<file path="src/rtl/modbus_rtu_receive_framer_core_assert.svh">
// Assertion macros for the receive framer.
`ifndef MODBUS_RTU_RECEIVE_FRAMER_CORE_ASSERT_SVH
`define MODBUS_RTU_RECEIVE_FRAMER_CORE_ASSERT_SVH

`ifndef NO_ASSERTIONS

// Condition a implies b in the same cycle.
`define MRTU_ASSERT_SAME(label, clk, rstn, a, b, msg) \
    label: assert property (@(posedge clk) disable iff (!rstn) (a) |-> (b)) else $error(msg);

// Condition a implies b in the next cycle.
`define MRTU_ASSERT_NEXT(label, clk, rstn, a, b, msg) \
    label: assert property (@(posedge clk) disable iff (!rstn) (a) |=> (b)) else $error(msg);

`else

`define MRTU_ASSERT_SAME(label, clk, rstn, a, b, msg)
`define MRTU_ASSERT_NEXT(label, clk, rstn, a, b, msg)

`endif

`endif

</file>
<file path="src/rtl/mrtu_pkg.sv">
`default_nettype none

package mrtu_pkg;

    localparam logic [2:0] CMD_RX_BYTE  = 3'd0;
    localparam logic [2:0] CMD_TICK     = 3'd1;
    localparam logic [2:0] CMD_TX_BEGIN = 3'd2;
    localparam logic [2:0] CMD_READ     = 3'd3;
    localparam logic [2:0] CMD_RELEASE  = 3'd4;

    localparam logic [1:0] PH_IDLE    = 2'd0;
    localparam logic [1:0] PH_COLLECT = 2'd1;
    localparam logic [1:0] PH_DONE    = 2'd2;

    localparam int CFG_IDX_W  = 8;
    localparam int CFG_DATA_W = 16;

    localparam logic [CFG_IDX_W-1:0] REG_DEVICE_ADDRESS = 8'd0;
    localparam logic [CFG_IDX_W-1:0] REG_GAP_TICKS      = 8'd1;

    typedef struct packed {
        logic [2:0] cmd;
        logic [7:0] rx_byte;
        logic [7:0] read_index;
        logic [8:0] tx_length;
    } in_t;

    typedef struct packed {
        logic [1:0] frame_status;
        logic [8:0] frame_length;
        logic [7:0] read_data;
        logic       driver_enabled;
        logic       driver_off_event;
    } out_t;

endpackage

`default_nettype wire

</file>
<file path="src/rtl/mrtu_ram.sv">
`default_nettype none

module mrtu_ram #(
    parameter int WIDTH = 8,
    parameter int DEPTH = 256
) (
    input  wire logic                     aclk,
    input  wire logic                     we,
    input  wire logic [$clog2(DEPTH)-1:0] waddr,
    input  wire logic [WIDTH-1:0]         wdata,
    input  wire logic                     re,
    input  wire logic [$clog2(DEPTH)-1:0] raddr,
    output logic      [WIDTH-1:0]         rdata
);

    logic [WIDTH-1:0] mem [DEPTH];

    always_ff @(posedge aclk) begin
        if (we) begin
            mem[waddr] <= wdata;
        end
        if (re) begin
            rdata <= mem[raddr];
        end
    end

endmodule

`default_nettype wire

</file>
<file path="src/rtl/mrtu_ctrl.sv">
`default_nettype none

module mrtu_ctrl #(
    parameter int BUFFER_DEPTH = 256
) (
    input  wire logic                                aclk,
    input  wire logic                                aresetn,
    input  wire logic                                cfg_we,
    input  wire logic [mrtu_pkg::CFG_IDX_W-1:0]      cfg_idx,
    input  wire logic [mrtu_pkg::CFG_DATA_W-1:0]     cfg_wdata,
    input  wire logic                                accept,
    input  wire mrtu_pkg::in_t                       item,
    output logic                                     wr_en,
    output logic [$clog2(BUFFER_DEPTH)-1:0]          wr_addr,
    output logic [7:0]                               wr_data,
    output logic                                     rd_en,
    output logic [$clog2(BUFFER_DEPTH)-1:0]          rd_addr,
    output mrtu_pkg::out_t                           res
);

    localparam int AW  = $clog2(BUFFER_DEPTH);
    localparam int WPW = $clog2(BUFFER_DEPTH + 1);

    logic [1:0]     phase_reg,    phase_next;
    logic [WPW-1:0] wp_reg,       wp_next;
    logic [15:0]    timer_reg,    timer_next;
    logic [8:0]     echo_cnt_reg, echo_cnt_next;
    logic [8:0]     echo_tgt_reg, echo_tgt_next;
    logic           driver_reg,   driver_next;
    logic           sending_reg,  sending_next;
    logic [7:0]     first_reg,    first_next;
    logic [7:0]     dev_addr_reg;
    logic [15:0]    gap_reg;
    logic           off_event;
    logic [AW+7:0]  idx_ext;
    logic [WPW+8:0] len_ext;

    assign idx_ext = {{AW{1'b0}}, item.read_index};
    assign rd_addr = idx_ext[AW-1:0];
    assign wr_data = item.rx_byte;

    always_comb begin
        phase_next    = phase_reg;
        wp_next       = wp_reg;
        timer_next    = timer_reg;
        echo_cnt_next = echo_cnt_reg;
        echo_tgt_next = echo_tgt_reg;
        driver_next   = driver_reg;
        sending_next  = sending_reg;
        first_next    = first_reg;
        off_event     = 1'b0;
        wr_en         = 1'b0;
        wr_addr       = wp_reg[AW-1:0];
        rd_en         = 1'b0;
        if (accept) begin
            unique case (item.cmd)
                mrtu_pkg::CMD_RX_BYTE: begin
                    if (driver_reg) begin
                        // count our own echo
                        echo_cnt_next = echo_cnt_reg + 9'd1;
                        if (echo_cnt_next >= echo_tgt_reg) begin
                            driver_next  = 1'b0;
                            sending_next = 1'b0;
                            phase_next   = mrtu_pkg::PH_IDLE;
                            wp_next      = '0;
                            timer_next   = '0;
                            off_event    = 1'b1;
                        end
                    end else if (!sending_reg) begin
                        if (phase_reg == mrtu_pkg::PH_IDLE) begin
                            wr_en      = 1'b1;
                            wr_addr    = '0;
                            first_next = item.rx_byte;
                            wp_next    = WPW'(1);
                            phase_next = mrtu_pkg::PH_COLLECT;
                            timer_next = gap_reg;
                        end else if (phase_reg == mrtu_pkg::PH_COLLECT &&
                                     wp_reg < WPW'(BUFFER_DEPTH)) begin
                            wr_en      = 1'b1;
                            wp_next    = wp_reg + WPW'(1);
                            timer_next = gap_reg;
                        end else if (phase_reg != mrtu_pkg::PH_DONE) begin
                            // overflow: drop the frame
                            phase_next = mrtu_pkg::PH_IDLE;
                            wp_next    = '0;
                            timer_next = '0;
                        end
                    end
                end
                mrtu_pkg::CMD_TICK: begin
                    if (timer_reg != 16'd0) begin
                        timer_next = timer_reg - 16'd1;
                        if (timer_reg == 16'd1) begin
                            if (first_reg != dev_addr_reg && first_reg != 8'd0) begin
                                phase_next = mrtu_pkg::PH_IDLE;
                                wp_next    = '0;
                            end else begin
                                phase_next = mrtu_pkg::PH_DONE;
                            end
                        end
                    end
                end
                mrtu_pkg::CMD_TX_BEGIN: begin
                    driver_next   = 1'b1;
                    sending_next  = 1'b1;
                    echo_tgt_next = item.tx_length;
                    echo_cnt_next = '0;
                end
                mrtu_pkg::CMD_READ: begin
                    rd_en = (32'(item.read_index) < 32'(BUFFER_DEPTH));
                end
                mrtu_pkg::CMD_RELEASE: begin
                    phase_next = mrtu_pkg::PH_IDLE;
                    wp_next    = '0;
                    timer_next = '0;
                end
                default: begin
                end
            endcase
        end
    end

    assign len_ext = {9'd0, wp_next};

    always_comb begin
        res                  = '0;
        res.frame_status     = phase_next;
        res.frame_length     = len_ext[8:0];
        res.driver_enabled   = driver_next;
        res.driver_off_event = off_event;
    end

    always_ff @(posedge aclk) begin
        if (!aresetn) begin
            phase_reg    <= mrtu_pkg::PH_IDLE;
            wp_reg       <= '0;
            timer_reg    <= '0;
            echo_cnt_reg <= '0;
            echo_tgt_reg <= '0;
            driver_reg   <= 1'b0;
            sending_reg  <= 1'b0;
            dev_addr_reg <= 8'd1;
            gap_reg      <= 16'd4;
        end else begin
            phase_reg    <= phase_next;
            wp_reg       <= wp_next;
            timer_reg    <= timer_next;
            echo_cnt_reg <= echo_cnt_next;
            echo_tgt_reg <= echo_tgt_next;
            driver_reg   <= driver_next;
            sending_reg  <= sending_next;
            if (cfg_we) begin
                unique case (cfg_idx)
                    mrtu_pkg::REG_DEVICE_ADDRESS: dev_addr_reg <= cfg_wdata[7:0];
                    mrtu_pkg::REG_GAP_TICKS:      gap_reg      <= cfg_wdata;
                    default: begin
                    end
                endcase
            end
        end
    end

    // shadow of buffer entry zero for the address check at gap expiry
    always_ff @(posedge aclk) begin
        first_reg <= first_next;
    end

endmodule

`default_nettype wire

</file>
<file path="src/rtl/modbus_rtu_receive_framer_core.sv">
// Modbus RTU receive framer with RS-485 echo suppression.
// Input channel (s_valid/s_ready/s_data) carries one command per transfer:
// received byte, timer tick, transmit begin, buffer read or frame release.
// Every accepted command yields exactly one result on m_valid/m_ready/m_data
// with the frame status, stored length, driver state and, for a buffer read,
// the stored byte.
// Configuration writes (cfg_valid/cfg_ready/cfg_index/cfg_data) set the
// station address (index 0) and the gap length in ticks (index 1); they are
// always taken and are meant for idle periods.
// Throughput is one command per cycle while the output is not stalled.
// The command and its frame buffer read register at the accepting edge
// (p1 stage and RAM output); the output register then loads from them and
// drives m_valid.
// When the receiver stalls, up to two results are held (RAM stage and output
// register) before s_ready drops.
// Reset (aresetn low, synchronous) clears the framer and echo state and loads
// the register defaults; the frame buffer is not cleared and needs no sweep.
`default_nettype none

`include "modbus_rtu_receive_framer_core_assert.svh"

module modbus_rtu_receive_framer_core #(
    parameter int BUFFER_DEPTH = 256
) (
    input  wire logic                                aclk,
    input  wire logic                                aresetn,
    input  wire logic                                s_valid,
    output logic                                     s_ready,
    input  wire mrtu_pkg::in_t                       s_data,
    output logic                                     m_valid,
    input  wire logic                                m_ready,
    output mrtu_pkg::out_t                           m_data,
    input  wire logic                                cfg_valid,
    output logic                                     cfg_ready,
    input  wire logic [mrtu_pkg::CFG_IDX_W-1:0]      cfg_index,
    input  wire logic [mrtu_pkg::CFG_DATA_W-1:0]     cfg_data
);

    localparam int AW = $clog2(BUFFER_DEPTH);

    logic           s_xfer;
    logic           load_out;
    logic           wr_en;
    logic [AW-1:0]  wr_addr;
    logic [7:0]     wr_data;
    logic           rd_en;
    logic [AW-1:0]  rd_addr;
    logic [7:0]     rd_data;
    mrtu_pkg::out_t res;

    logic           p1_valid_reg;
    logic           p1_rd_reg;
    mrtu_pkg::out_t p1_res_reg;
    mrtu_pkg::out_t p1_out;
    logic           m_valid_reg;
    mrtu_pkg::out_t m_data_reg;

    assign cfg_ready = 1'b1;
    assign load_out  = p1_valid_reg && (!m_valid_reg || m_ready);
    assign s_ready   = !p1_valid_reg || load_out;
    assign s_xfer    = s_valid && s_ready;

    mrtu_ctrl #(
        .BUFFER_DEPTH(BUFFER_DEPTH)
    ) u_ctrl (
        .aclk     (aclk),
        .aresetn  (aresetn),
        .cfg_we   (cfg_valid),
        .cfg_idx  (cfg_index),
        .cfg_wdata(cfg_data),
        .accept   (s_xfer),
        .item     (s_data),
        .wr_en    (wr_en),
        .wr_addr  (wr_addr),
        .wr_data  (wr_data),
        .rd_en    (rd_en),
        .rd_addr  (rd_addr),
        .res      (res)
    );

    // read port only fires on a transfer, so read data holds while stalled
    mrtu_ram #(
        .WIDTH(8),
        .DEPTH(BUFFER_DEPTH)
    ) u_frame_ram (
        .aclk (aclk),
        .we   (wr_en),
        .waddr(wr_addr),
        .wdata(wr_data),
        .re   (rd_en),
        .raddr(rd_addr),
        .rdata(rd_data)
    );

    always_ff @(posedge aclk) begin
        if (!aresetn) begin
            p1_valid_reg <= 1'b0;
            m_valid_reg  <= 1'b0;
        end else begin
            if (s_ready) begin
                p1_valid_reg <= s_xfer;
            end
            if (load_out) begin
                m_valid_reg <= 1'b1;
            end else if (m_ready) begin
                m_valid_reg <= 1'b0;
            end
        end
    end

    always_comb begin
        p1_out           = p1_res_reg;
        p1_out.read_data = p1_rd_reg ? rd_data : 8'd0;
    end

    always_ff @(posedge aclk) begin
        if (s_xfer) begin
            p1_rd_reg  <= rd_en;
            p1_res_reg <= res;
        end
        if (load_out) begin
            m_data_reg <= p1_out;
        end
    end

    assign m_valid = m_valid_reg;
    assign m_data  = m_data_reg;

    `MRTU_ASSERT_SAME(a_wr_on_xfer, aclk, aresetn, wr_en || rd_en, s_xfer, "RAM access without transfer")
    `MRTU_ASSERT_NEXT(a_rd_reaches_p1, aclk, aresetn, rd_en, p1_valid_reg && p1_rd_reg, "read lost")
    `MRTU_ASSERT_NEXT(a_p1_hold, aclk, aresetn, p1_valid_reg && !load_out, p1_valid_reg && $stable(rd_data), "stalled read data changed")

endmodule

`default_nettype wire
</file>
<file path="config.mk">
export PLATFORM = sky130hd
export DESIGN_NAME = modbus_rtu_receive_framer_core
export DESIGN_NICKNAME = d
export VERILOG_FILES = /design/src/rtl/mrtu_pkg.sv /design/src/rtl/mrtu_ram.sv /design/src/rtl/mrtu_ctrl.sv /design/src/rtl/modbus_rtu_receive_framer_core.sv
export VERILOG_INCLUDE_DIRS = /design/src /design/src/rtl
export SDC_FILE = /design/constraint.sdc
export NUM_CORES = 2
export LEC_CHECK = 0
export CORE_MARGIN = 3
export CORE_UTILIZATION = 51
export DETAILED_ROUTE_END_ITERATION = 10
export DONT_BUFFER_PORTS = 1
export GPL_TIMING_DRIVEN = 1
export PLACE_DENSITY = 0.65
export RECOVER_POWER = 50
export SLEW_MARGIN = 5
export SYNTH_ARGS = -nofsm -noshare
export SYNTH_HDL_FRONTEND = slang
export SYNTH_HIERARCHICAL = 1
export SYNTH_SLANG_ARGS = --single-unit
</file>
<file path="constraint.sdc">
create_clock -name aclk -period 12.6 [get_ports aclk]
set_clock_uncertainty 0.15 [all_clocks]
set_input_delay 2.52 -clock aclk [delete_from_list [all_inputs] [get_ports aclk]]
set_output_delay 2.52 -clock aclk [all_outputs]
set_load 0.01 [all_outputs]
</file>
==> impl_metrics.py <==
metrics = {
    "pwr": {
        "swShare": 0.198,
        "seqPwrFrac": 0.537,
        "p_int_mw": 11.9,
        "pwr-share-comb": 0.030,
        "p_leak_nw": 28.8,
        "powerDensity_nw_per_um2": 158,
        "switchingPower_mw": 2.92,
        "ir_worst_vdd_uv": 129,
        "power_frac_clock": 0.433,
    },
    "route": {
        "wl_per_cell_um": 32.1,
        "ant_nets": 0,
        "drtIter0Drc": 5831,
        "route.detailed.drc": 0,
        "drt-total-wl_um": 214000,
        "vias_per_cell": 6.53,
        "via_count": 43500,
        "dr.pass1.iters": 5,
    },
    "floorplanning": {
        "design.core.area_um2": 166000,
        "initial_utilization": 0.515,
        "fp.dieW_um": 415,
        "dieArea_um2": 172000,
        "row_count": 149,
        "ios": 81,
        "die_h_um": 415,
    },
    "timing": {
        "fmax_mhz": 124,
        "rsz0062_at_grt": "no",
        "hold_viol": 0,
        "relSlewSlack": -0.996,
        "timing.setup.tns_ps": 0,
        "maxSlewViolCount": 333,
        "worst_hold_slack_ps": 269,
        "fin_crit_sh": 0.638,
        "worstMarginPinSlew_ps": 2990,
        "layout_min_cycle_time_ps": 8040,
        "setup_slack_ps": 4560,
        "setup_viol": 0,
    },
    "setup_path": {
        "ff2ff_path_depth": 11,
        "worstPathArrival_ps": 8350,
        "crit_path_end_kind": "register",
        "r2r-end": "u_frame_ram/mem[16][1]",
        "worstPathRequired_ps": 12910,
        "critPathMaxFanout": 23,
        "cp-start-kind": "input pin",
        "endpoint": "u_frame_ram/mem[16][1]",
        "r2r-start": "m_valid",
        "crit_type": "input pin to register",
        "crit_start": "m_ready",
        "r2r_slack_ps": 5880,
    },
    "global_routing": {
        "grt_pass1_wl_um": 308000,
        "antenna_found_initial": 7,
        "grt.total_usage": 0.248,
        "grt_start_max_net_pins": 579,
        "first_global_vias": 42200,
        "grt.overflow.total": 0,
    },
    "final_layout": {
        "layout-drive-gt1-share": 0.192,
        "mostFrequentLayoutCells": "2099 x edfxtp_1, 454 x mux4_2, 344 x nor2_1, 207 x clkbuf_16, 159 x mux2i_1",
        "largest_reg_flops": 2048,
        "final_common_cell": "edfxtp_1",
        "area_growth_pct": 9.96,
        "fillCellCount": 12200,
        "num-nets-final": 4351,
    },
    "clock_network": {
        "cts_resized": 0,
        "clk_pin_slew_worst_paths_ps": 60,
        "cts_root_buffer": "clkbuf_16",
        "cts_made_buffers": 206,
        "insertion_delay_ps": 840,
        "cts_htree_levels": 4,
        "cts_setup_buffers": 0,
        "clock_sink_count": 2172,
        "cts_tree": "yes",
        "cts.path.max_buffers": 3,
        "hold_buffers": 0,
    },
    "place": {
        "gp_congestion": 0.847,
        "dp_hpwl_um": 120000,
        "port_buffers": 0,
        "dp_worst_setup_slack_ps": 5410,
    },
    "synth": {
        "yosysWarnings": 6,
        "synth_area_per_cell_um2": 19.8,
        "synth.net_count": 4381,
        "synthCells": 4311,
        "syn_area_um2": 85300,
    },
    "flow_run": {
        "drv_cap": 1,
    },
    "status": {
        "violations": "max-capacitance violations, max-slew violations",
        "status": "complete, but fails checks",
    },
    "worst_hold_path": {
        "worst_hold_path_type": "register to register",
    },
}
==> metal layers <==
layer,GRT usage,part of all wire,up-vias
li1,-,-,17700
met1,0.367,0.41,23000
met2,0.373,0.46,2370
met3,0.0506,0.097,369
met4,0.0808,0.034,2
met5,0,0.000075,-
==> stage by stage <==
stage / cells / total power, mW / area, µm² / util
3_5_place_dp: 6262 / 8.50 / 86700 / 0.524
5_1_grt: 6650 / 15.2 / 93700 / 0.566
2_1_floorplan: 4311 / 8.52 / 85300 / -
6_report: 6654 / 14.8 / 93700 / 0.566
3_3_place_gp: 6262 / 8.50 / 86700 / 0.524
4_1_cts: 6650 / 14.9 / 93800 / 0.566
==> how the worst min path moves through the flow <==
stage | from | to | slack (ps) | depth (start not counted)
floorplan | p1_out[0] | m_data[0] | 250 | 0
global placement | p1_out[1] | m_data[1] | 260 | 0
detailed placement | p1_out[1] | m_data[1] | 260 | 0
CTS | p1_out[1] | m_data[1] | 270 | 0
global route | p1_out[1] | m_data[1] | 290 | 0
finish | p1_out[1] | m_data[1] | 270 | 0
==> critical path, stage by stage <==
cell,delay [ps]
and2b_1,210
a21oi_2,140
clkbuf_1,840
nand3_1,510
nor3_2,220
clkbuf_1,780
nor2_1,360
nor2_1,530
nand3_1,1010
buf_4,600
nor2_1,600
==> cell type report <==
type,instances,area [µm²],area share
Timing Repair Buffer,42,300,0.00320
Inverter,21,78.8,0.000841
Tap cell,2189,2740,0.0292
Antenna cell,4,10.0,0.000107
Clock buffer,239,5330,0.0569
Clock inverter,149,1770,0.0188
Sequential cell,2172,64500,0.688
Multi-Input combinational cell,1838,19000,0.203
==> power groups by stage <==
| stage | Sequential (mW) | Clock [mW] | Combinational [mW] |
|---|---|---|---|
| finish | 7.93 | 6.40 | 0.441 |
| floorplan | 8.08 | 0 | 0.434 |
| detailed placement | 8.08 | 0 | 0.413 |
| global route | 7.93 | 6.82 | 0.440 |
| global placement | 8.08 | 0 | 0.412 |
| CTS | 7.93 | 6.51 | 0.414 |
(Power assumes the default switching activity.)
